==> src/crc_ram.sv <==
// Generic simple dual-port RAM: one write port, one registered read port.
// No dependencies.
module crc_ram #(
  parameter int WIDTH = 8,
  parameter int DEPTH = 256
) (
  input  logic                     clk,
  input  logic                     we,
  input  logic [$clog2(DEPTH)-1:0] waddr,
  input  logic [WIDTH-1:0]         wdata,
  input  logic                     re,
  input  logic [$clog2(DEPTH)-1:0] raddr,
  output logic [WIDTH-1:0]         rdata
);

  logic [WIDTH-1:0] mem [DEPTH];

  always_ff @(posedge clk) begin
    if (we) begin
      mem[waddr] <= wdata;
    end
    if (re) begin
      rdata <= mem[raddr];
    end
  end

endmodule

==> config.mk <==
export PLATFORM = sky130hd
export DESIGN_NAME = crc_ram
export DESIGN_NICKNAME = d
export VERILOG_FILES = /design/src/crc_ram.sv
export SDC_FILE = /design/constraint.sdc
export NUM_CORES = 2
export LEC_CHECK = 0
export BUFFER_PORTS_ARGS = -buffer_cell sky130_fd_sc_hd__clkbuf_2
export CORE_MARGIN = 2
export CORE_UTILIZATION = 45
export CTS_CLUSTER_SIZE = 28
export DETAILED_ROUTE_END_ITERATION = 6
export PLACE_DENSITY = 0.58
export REMOVE_ABC_BUFFERS = 1
export SKIP_LAST_GASP = 1
export SLEW_MARGIN = 30
export SYNTH_ARGS = -nofsm -noshare
export SYNTH_HDL_FRONTEND = slang
export SYNTH_SLANG_ARGS = --single-unit
==> constraint.sdc <==
create_clock -name clk -period 4.7 [get_ports clk]
set_input_delay 0.235 -clock clk [delete_from_list [all_inputs] [get_ports clk]]
set_output_delay 0.235 -clock clk [all_outputs]
set_load 0.005 [all_outputs]
==> flow_metrics.env <==
export IMPL_final_common_cell="edfxtp_1"
export IMPL_start_kind="primary input"
export IMPL_cts_setup_buffers=0
export IMPL_stdcell_count=6420
export IMPL_fin_crit_ns=3.02
export IMPL_clock_sinks=2056
export IMPL_place_gp_congestion=0.832
export IMPL_slew_headroom_pct=31.1
export IMPL_period_share_pct=64.2
export IMPL_cts_root_buf="clkbuf_16"
export IMPL_grt_max_degree=152
export IMPL_cp_required_ns=5.25
export IMPL_fill_cells=13790
export IMPL_cts_tree="done"
export IMPL_dpl_hpwl_um=123000
export IMPL_drt_pass1_iter_count=6
export IMPL_gr_total_overflow=0
export IMPL_syn_area_mm2=0.0796
export IMPL_skew_ns=0.0350
export IMPL_r2r_cells=6
export IMPL_start_util_pct=45.3
export IMPL_slowest_delay_ns=0.81
export IMPL_grt_pass1_wl_um=288000
export IMPL_numCtsBuffers=207
export IMPL_ioPinCount=35
export IMPL_h_tree_depth=4
export IMPL_critPathBufInv=5
export IMPL_io_buffer_count=34
export IMPL_synth_seq_cells=2056
export IMPL_fp_dieW_um=425
export IMPL_grt_setup_unrepaired="no"
export IMPL_synth_top_cell_by_area="edfxtp_1"
export IMPL_drt_antenna_violating_nets=0
export IMPL_clkLatencyLatePin_ns=0.83
export IMPL_routedWlPerCell_um=31.1
export IMPL_worstSetupPathType="primary input to register"
export IMPL_grtUsageTotal_pct=22.3
export IMPL_path_cells="buf_8, buf_12, buf_12, buf_4, mux4_2, o211ai_1, nand3_1, nor4_1, buf_4, nor4_1"
export IMPL_hold_class="primary input to register"
export IMPL_die_height_um=425
export IMPL_vias=38845
export IMPL_layout_common_cells="edfxtp_1 (2056), mux4_2 (454), nor2_1 (257)"
export IMPL_finalSetupViolCount=0
export IMPL_arrival_ns=3.57
export IMPL_yosys_warnings=0
export IMPL_post_cts_resized=0
export IMPL_multiInputGateArea_mm2=0.0166
export IMPL_dr_first_iter_drc_count=4550
export IMPL_leakage_uw=0.0276
export IMPL_grt_pass1_vias=38774
export IMPL_max_freq_ghz=0.331
export IMPL_placedCellCount=6023
export IMPL_layout_drive_gt1_share_pct=23.7
export IMPL_core_rowCount=154
export IMPL_cpMaxStageDelayCell="nor4_1"
export IMPL_cts_buffer_depth=3
export IMPL_nets=3932
export IMPL_synth_top_area_share_pct=77.5
export IMPL_viasPerCell=6.05
export IMPL_synthArstFlopShare_pct=0
export IMPL_path_clk_slew_ns=0.06
export IMPL_regArea_mm2=0.0617
export IMPL_wirelength_um=200000
export IMPL_synth_edf_count=2056
export IMPL_status="complete, no violations"
export IMPL_area_growth_pct=12.7
export IMPL_syn_area_per_cell_um2=21.3
export IMPL_critPathTopFamily="buffers and inverters"
export IMPL_worst_pin_slew_ns=1.03
export IMPL_power_density_mw_per_mm2=423
export IMPL_end_kind="register"
export IMPL_yosys_top_cells_area="edfxtp_1 (78%), mux4_2 (13%), mux2i_1 (1.7%), nor2_1 (1.3%), a22oi_1 (1.3%)"
export IMPL_ys_seq_area_share_pct=77.5
export IMPL_synthesis_instances=3733
export IMPL_coreArea_mm2=0.176
export IMPL_maxCapViolCount=0
export IMPL_crit_cells=10
export IMPL_cp_max_fo=33
export IMPL_dieArea_mm2=0.180
export IMPL_peakVddDrop_v=0.000353
export IMPL_synthFlopType="edfxtp_1"
export IMPL_synth_cell_types=54
export IMPL_drv_slew=0
export IMPL_antenna_found_initial=7
export IMPL_drc=0
export IMPL_hold_viol_final=0
export IMPL_timing_setup_tns_ns=0
export IMPL_whs_path_depth=3
## kinds of logic after synthesis
group           after synthesis  synth area share, %
flops                      2056                 77.5
mux                         591                 14.6
simple gates                466                 2.63
compound gates              385                 3.42
buf+inv                     235                 1.83
## Yosys cell counts (5+ instances only)
cell,instances
mux2i_1,134
nor2_1,282
a22oi_1,133
a21oi_1,96
o21ai_0,10
buf_4,27
nand2_1,33
buf_2,31
a221oi_1,13
o22a_1,5
nand3_1,34
buf_8,13
and2_1,6
mux4_2,454
nor4_1,24
buf_12,8
edfxtp_1,2056
nand2b_1,8
o211ai_1,10
nor2b_1,31
buf_1,22
nand4_1,10
a211oi_1,16
clkbuf_1,111
a22o_1,8
buf_6,21
o221ai_1,46
nor3_1,22
o22ai_1,28
## registers in the layout (all words and copies together), names as in the netlist
name   count
rdata      8
mem     2048
## final cells by class
class,count,share of cell area (%)
sequential,2056,68.8
multi-input combinational,1442,18.5
clock buffer,264,6.13
tap,2340,3.26
timing repair buffer,196,2.18
clock inverter,118,1.10
inverter,2,0.00837
antenna,2,0.00558
## final timing paths
kind | endpoint | startpoint | slack (ns)
min | mem[195][4] | waddr[1] | 0.14
max | rdata[1] | raddr[0] | 1.68
max reg2reg | rdata[3] | mem[83][3] | 1.76
min reg2reg | rdata[6] | mem[44][6] | 1.18
## routing by layer
layer  track usage (%)  vias to the layer above  wire length [um]
met3              3.17                      291             12300
met5                 0                        -                13
met1              32.4                    21012             85500
li1                  -                    16088                 -
met2              35.3                     1452             96500
met4              6.37                        2              5420
## metrics by stage
step	setup slack (ns)	utilization [%]	power (uW)	hold WS [ns]	area (um2)
detailed placement	0.819	47.2	22500	0.701	83000
finish	1.68	51.0	38000	0.141	89700
global route	1.59	51.0	39000	0.137	89700
global placement	0.591	47.1	22500	0.696	82900
floorplan	1.97	-	21300	0.334	78200
CTS	1.71	50.9	38200	0.0270	89500
## worst register-to-register path: stages, from the launching register on
cell and delay [ns]:
edfxtp_1 0.37, mux4_2 0.54, a22o_1 0.30, a221oi_1 0.47, o32ai_1 0.24, nor3_1 0.61
nor4_1 0.14
## timing repair
action / in CTS / in global routing
hold buffers: 7 / 2
hold endpoints to repair: 207 / 104
endpoints found under the setup margin: 0 / 0
## power breakdown
| part | internal (uW) | leakage, uW | total [uW] | switching [uW] |
|---|---|---|---|---|
| clock | 9010 | 0.00316 | 15900 | 6870 |
| combinational | 649 | 0.00592 | 1850 | 1210 |
| sequential | 20200 | 0.0185 | 20300 | 24.8 |
| total | 29900 | 0.0276 | 38000 | 8100 |
No activity file was read; power rests on OpenSTA's default activity.
