<file path="config.mk">
export PLATFORM = sky130hd
export DESIGN_NAME = crc_dist
export DESIGN_NICKNAME = d
export VERILOG_FILES = /design/src/crc_pkg.sv /design/src/crc_dist.sv
export SDC_FILE = /design/constraint.sdc
export NUM_CORES = 2
export LEC_CHECK = 0
export CORE_MARGIN = 3
export CORE_UTILIZATION = 65
export CTS_BUF_LIST = sky130_fd_sc_hd__clkbuf_16
export DETAILED_ROUTE_END_ITERATION = 6
export DONT_BUFFER_PORTS = 1
export PLACE_DENSITY = 0.81
export SYNTH_ARGS = -nofsm -noshare
export SYNTH_HDL_FRONTEND = slang
export SYNTH_SLANG_ARGS = --single-unit
</file>
<file path="constraint.sdc">
create_clock -name clk -period 15.1 [get_ports clk]
set_input_delay 2.265 -clock clk [delete_from_list [all_inputs] [get_ports clk]]
set_output_delay 2.265 -clock clk [all_outputs]
set_load 0.02 [all_outputs]
</file>
<file path="src/crc_pkg.sv">
// Shared constants, codes and types for the circle raster canvas.
// Used by crc_dist and circle_raster_canvas; no dependencies.
package crc_pkg;

  localparam int MAX_WIDTH  = 256;
  localparam int MAX_HEIGHT = 256;
  localparam int FRAC_BITS  = 8;

  localparam int COL_W  = $clog2(MAX_WIDTH);
  localparam int ROW_W  = $clog2(MAX_HEIGHT);
  localparam int ADDR_W = COL_W + ROW_W;
  localparam int DEPTH  = 1 << ADDR_W;

  localparam int SIZE_W  = 9;
  localparam int CHAR_W  = 8;
  localparam int COORD_W = 20;
  localparam int MODE_W  = 8;
  localparam int PIXEL_W = 8;
  localparam int REQ_W   = 2;
  localparam int STAT_W  = 2;
  localparam int CFGI_W  = 2;

  // signed difference wide enough for center minus pixel position
  localparam int POS_W  = (COL_W > ROW_W ? COL_W : ROW_W) + FRAC_BITS;
  localparam int DIFF_W = (COORD_W > POS_W ? COORD_W : POS_W) + 2;
  localparam int MAG_W  = DIFF_W - 1;
  localparam int SQ_W   = 2 * MAG_W;
  localparam int SUM_W  = SQ_W + 1;

  localparam logic [REQ_W-1:0] REQ_CLEAR = 2'd0;
  localparam logic [REQ_W-1:0] REQ_DRAW  = 2'd1;
  localparam logic [REQ_W-1:0] REQ_READ  = 2'd2;

  localparam logic [MODE_W-1:0] MODE_FILLED  = 8'd67;
  localparam logic [MODE_W-1:0] MODE_OUTLINE = 8'd99;

  localparam logic [STAT_W-1:0] ST_OK         = 2'd0;
  localparam logic [STAT_W-1:0] ST_BAD_MODE   = 2'd1;
  localparam logic [STAT_W-1:0] ST_BAD_RADIUS = 2'd2;
  localparam logic [STAT_W-1:0] ST_OUTSIDE    = 2'd3;

  localparam logic [CFGI_W-1:0] CFG_WIDTH  = 2'd0;
  localparam logic [CFGI_W-1:0] CFG_HEIGHT = 2'd1;
  localparam logic [CFGI_W-1:0] CFG_BG     = 2'd2;

  typedef struct packed {
    logic signed [COORD_W-1:0] cx;
    logic signed [COORD_W-1:0] cy;
    logic signed [COORD_W-1:0] r;
    logic [CHAR_W-1:0]         paint;
    logic                      filled;
  } circ_t;

  typedef struct packed {
    logic              en;
    logic [ADDR_W-1:0] addr;
    logic [CHAR_W-1:0] data;
  } wr_t;

endpackage

</file>
<file path="src/crc_dist.sv">
// Squared-distance pipeline: decides per scanned pixel whether it is painted.
// Depends on crc_pkg.
module crc_dist (
  input  logic                       clk,
  input  logic                       rst,
  input  logic                       setup,
  input  crc_pkg::circ_t             circ,
  input  logic                       pix_valid,
  input  logic [crc_pkg::COL_W-1:0]  pix_col,
  input  logic [crc_pkg::ROW_W-1:0]  pix_row,
  output crc_pkg::wr_t               wr,
  output logic                       busy
);

  localparam int DW = crc_pkg::DIFF_W;
  localparam int MW = crc_pkg::MAG_W;
  localparam int CW = crc_pkg::COORD_W;

  // per-draw thresholds
  logic [crc_pkg::SUM_W-1:0] outer;
  logic [crc_pkg::SUM_W-1:0] inner;
  logic                      any_inner;

  logic signed [CW:0] k;
  logic [MW-1:0]      r_mag;
  logic [MW-1:0]      k_mag;

  assign k     = $signed({circ.r[CW-1], circ.r}) - $signed((CW+1)'(1 << crc_pkg::FRAC_BITS));
  assign r_mag = MW'($unsigned(circ.r));
  assign k_mag = MW'($unsigned(k[CW-1:0]));

  always_ff @(posedge clk) begin
    if (setup) begin
      outer     <= crc_pkg::SUM_W'(r_mag * r_mag);
      any_inner <= circ.filled | k[CW];
      inner     <= k[CW] ? '0 : crc_pkg::SUM_W'(k_mag * k_mag);
    end
  end

  // stage 1: absolute differences
  logic signed [DW-1:0] dx, dy;
  logic [MW-1:0]        adx, ady;
  logic [crc_pkg::ADDR_W-1:0] a1, a2, a3;
  logic v1, v2, v3;
  logic [crc_pkg::SQ_W-1:0]  sx, sy;
  logic [crc_pkg::SUM_W-1:0] d2;

  assign dx = {{(DW-CW){circ.cx[CW-1]}}, circ.cx} - $signed(DW'(pix_col) << crc_pkg::FRAC_BITS);
  assign dy = {{(DW-CW){circ.cy[CW-1]}}, circ.cy} - $signed(DW'(pix_row) << crc_pkg::FRAC_BITS);

  always_ff @(posedge clk) begin
    if (rst) begin
      v1 <= 1'b0;
      v2 <= 1'b0;
      v3 <= 1'b0;
    end else begin
      v1 <= pix_valid;
      v2 <= v1;
      v3 <= v2;
    end
  end

  always_ff @(posedge clk) begin
    adx <= dx[DW-1] ? MW'(-dx) : MW'(dx);
    ady <= dy[DW-1] ? MW'(-dy) : MW'(dy);
    a1  <= {pix_row, pix_col};
    // stage 2: squares
    sx  <= adx * adx;
    sy  <= ady * ady;
    a2  <= a1;
    // stage 3: sum
    d2  <= {1'b0, sx} + {1'b0, sy};
    a3  <= a2;
  end

  // stage 4: threshold test drives the memory write port
  assign wr.en   = v3 && (d2 <= outer) && (any_inner || (d2 > inner));
  assign wr.addr = a3;
  assign wr.data = circ.paint;
  assign busy    = v1 | v2 | v3;

endmodule

</file>
==> results.ini <==
[setup_path]
rrSetupSlack_ns=7.03
cpPeakStageDelay_ns=0.79
startpoint_type=primary input
crit_slowest_cell=xnor2_1
r2r_cells=22
arrival_ns=11.08
cp-startpoint=circ[18]
path_common_cell=fa_1
path_delay_family=adder cells
end_kind=flip-flop
r2r-start=adx[5]
worst_ep_required_time_ns=15.38
path_buf_inv=4
crit_path_max_fanout=14
path_class=primary input to flip-flop
r2r_end=sx[41]

[worst_hold_path]
hp-class=flip-flop to flip-flop
holdCritStartpoint=a2[2]
min_delay_path_depth=0
holdPathEnd=a3[2]

[clock_tree]
post_cts_resized=0
path_clk_slew_ns=0.07
clock_latency_ns=0.58
cts_setup_buffers=0
clock_sinks=297
cts_tree=yes
cts_root_buffer=clkbuf_16
hold_buffers=0
clockBufferDepth=3
cts_made_buffers=36
cts-htree-levels=2

[global_routing]
grt_first_pass_wirelength_mm=229.1
track_usage_pct=30.61
grt_start_max_net_pins=80
globalRouteOverflowTotal=0
grt_pass1_vias=45470
antenna_found_initial=4

[layout]
fin_nets=8057
finalInstanceArea_um2=60820
most-common-layout-cells=1,617 x inv_1, 1,162 x fa_1, 719 x ha_1
area_growth_pct=3.801
layout_commonest_cell=inv_1
post-route-util_pct=68.40
drive_gt1_share_pct=1.881

[die]
fp.coreArea_um2=88920
die_x_um=306.2
die_h_um=306.2
num_rows=109
io_pins=115
initial_core_util_pct=65.90
die-area_um2=93790

[sta]
hold_viol=0
max_freq_ghz=0.09261
tightest_slew_ns=1.228
max_slew_margin_pct=16.01
setup_violations=0
fin_crit_ns=10.80
rsz0062_at_grt=no
setup_tns_ns=0
min_period_over_period_pct=71.51
fin_ws_ns=4.301
clock-skew-final_ns=0.02718
slew_viol_final=0

[logic_synthesis]
synth_warnings=0
synth_top_cell_by_area=fa_1
synth_ff_type=dfxtp_1
yosys-top-cells-area=fa_1 40%, ha_1 15%, inv_1 10%, dfxtp_1 7.4%, edfxtp_1 4.0%
synth.distinct_cells=77
synthArstFlopShare_pct=0
yosysTopAreaCellShare_pct=39.70
synth-seq-area-share_pct=11.50
avgSynthCellArea_um2=9.465
synth_edf_count=79
synth_cells=6191
syn_area_um2=58590
ys_ff_latch=297

[placement]
io_buffers=0
dp.final_hpwl_mm=114.4
place_congestion=0.9152
dp_slack_ns=3.909
dpl_cell_area_um2=59590

[job]
cap_viol_max_count=0

[routing]
ant_nets=0
firstDrtPassIters=5
routed_wl_mm=136.7
vias=40790
drc=0
drtIter0Drc=2594
avgViaCountPerCell=5.600
wl_per_cell_um=18.77

[run_status]
status=finished, final reports clean

sequential cells by signal, indices dropped and copies added, names as in the netlist, 21 cells and up:
register	cells
outer	39
adx	21
sx	41
ady	21
sy	41
d2	43
inner	39
worst max-delay path by stage:
stage	end	cells past startpoint
after detailed placement	inner[39]	27
after CTS	inner[39]	27
after global routing	inner[37]	27
final	inner[37]	27
after floorplan	inner[39]	28
after global placement	inner[39]	27
cells in the mapped netlist (47+ instances only):
| master | count |
|---|---|
| a21oi_1 | 198 |
| clkbuf_1 | 158 |
| dfxtp_1 | 218 |
| and2_1 | 277 |
| edfxtp_1 | 79 |
| xor2_1 | 107 |
| inv_1 | 1610 |
| ha_1 | 719 |
| nand2_1 | 440 |
| nor2_1 | 310 |
| fa_1 | 1162 |
| o21ai_0 | 106 |
| nor2b_1 | 47 |
| a21o_1 | 139 |
| xnor2_1 | 178 |
final cells by class:
cell class / instances / area, um^2
multi-input combinational: 4105 / 45110
timing repair buffer: 26 / 195.2
clock inverter: 28 / 276.5
clock buffer: 38 / 950.9
fill: 6747 / 28100
antenna: 3 / 7.507
tap: 1165 / 1458
inverter: 1621 / 6085
sequential: 297 / 6736
metrics by stage:
stage / hold WS (ns) / instances
6_report: 0.3155 / 7283
5_1_grt: 0.3170 / 7281
2_1_floorplan: 0.3096 / 6192
3_3_place_gp: 0.3098 / 7214
3_5_place_dp: 0.3121 / 7214
4_1_cts: 0.3142 / 7280
kinds of logic (layout without fill, tap and decap cells):
family	count (synthesis)	count (layout)	synth area share, %
adder cells (fa/ha/maj)	1881	1881	55.05
buffers and inverters	1790	1713	11.52
AND/OR/NAND/NOR	1302	1302	10.64
AO/OA/AOI/OAI	632	632	6.972
flip-flops	297	297	11.50
XOR/XNOR	285	285	4.260
multiplexers	3	3	0.05765
other	1	5	0.006400
per-layer routing:
layer / wire (um) / global-route usage (%) / part of all wire, % / vias to the layer above
li1: - / - / - / 18570
met1: 52290 / 38.30 / 38 / 20460
met2: 68420 / 53.28 / 50 / 1379
met3: 9264 / 4.683 / 6.8 / 373
met4: 6740 / 12.86 / 4.9 / 2
met5: 13 / 0 / 0.0095 / -
Power is not shown: default switching activity piles up to over one toggle a cycle in this logic, so the estimate is an artifact.
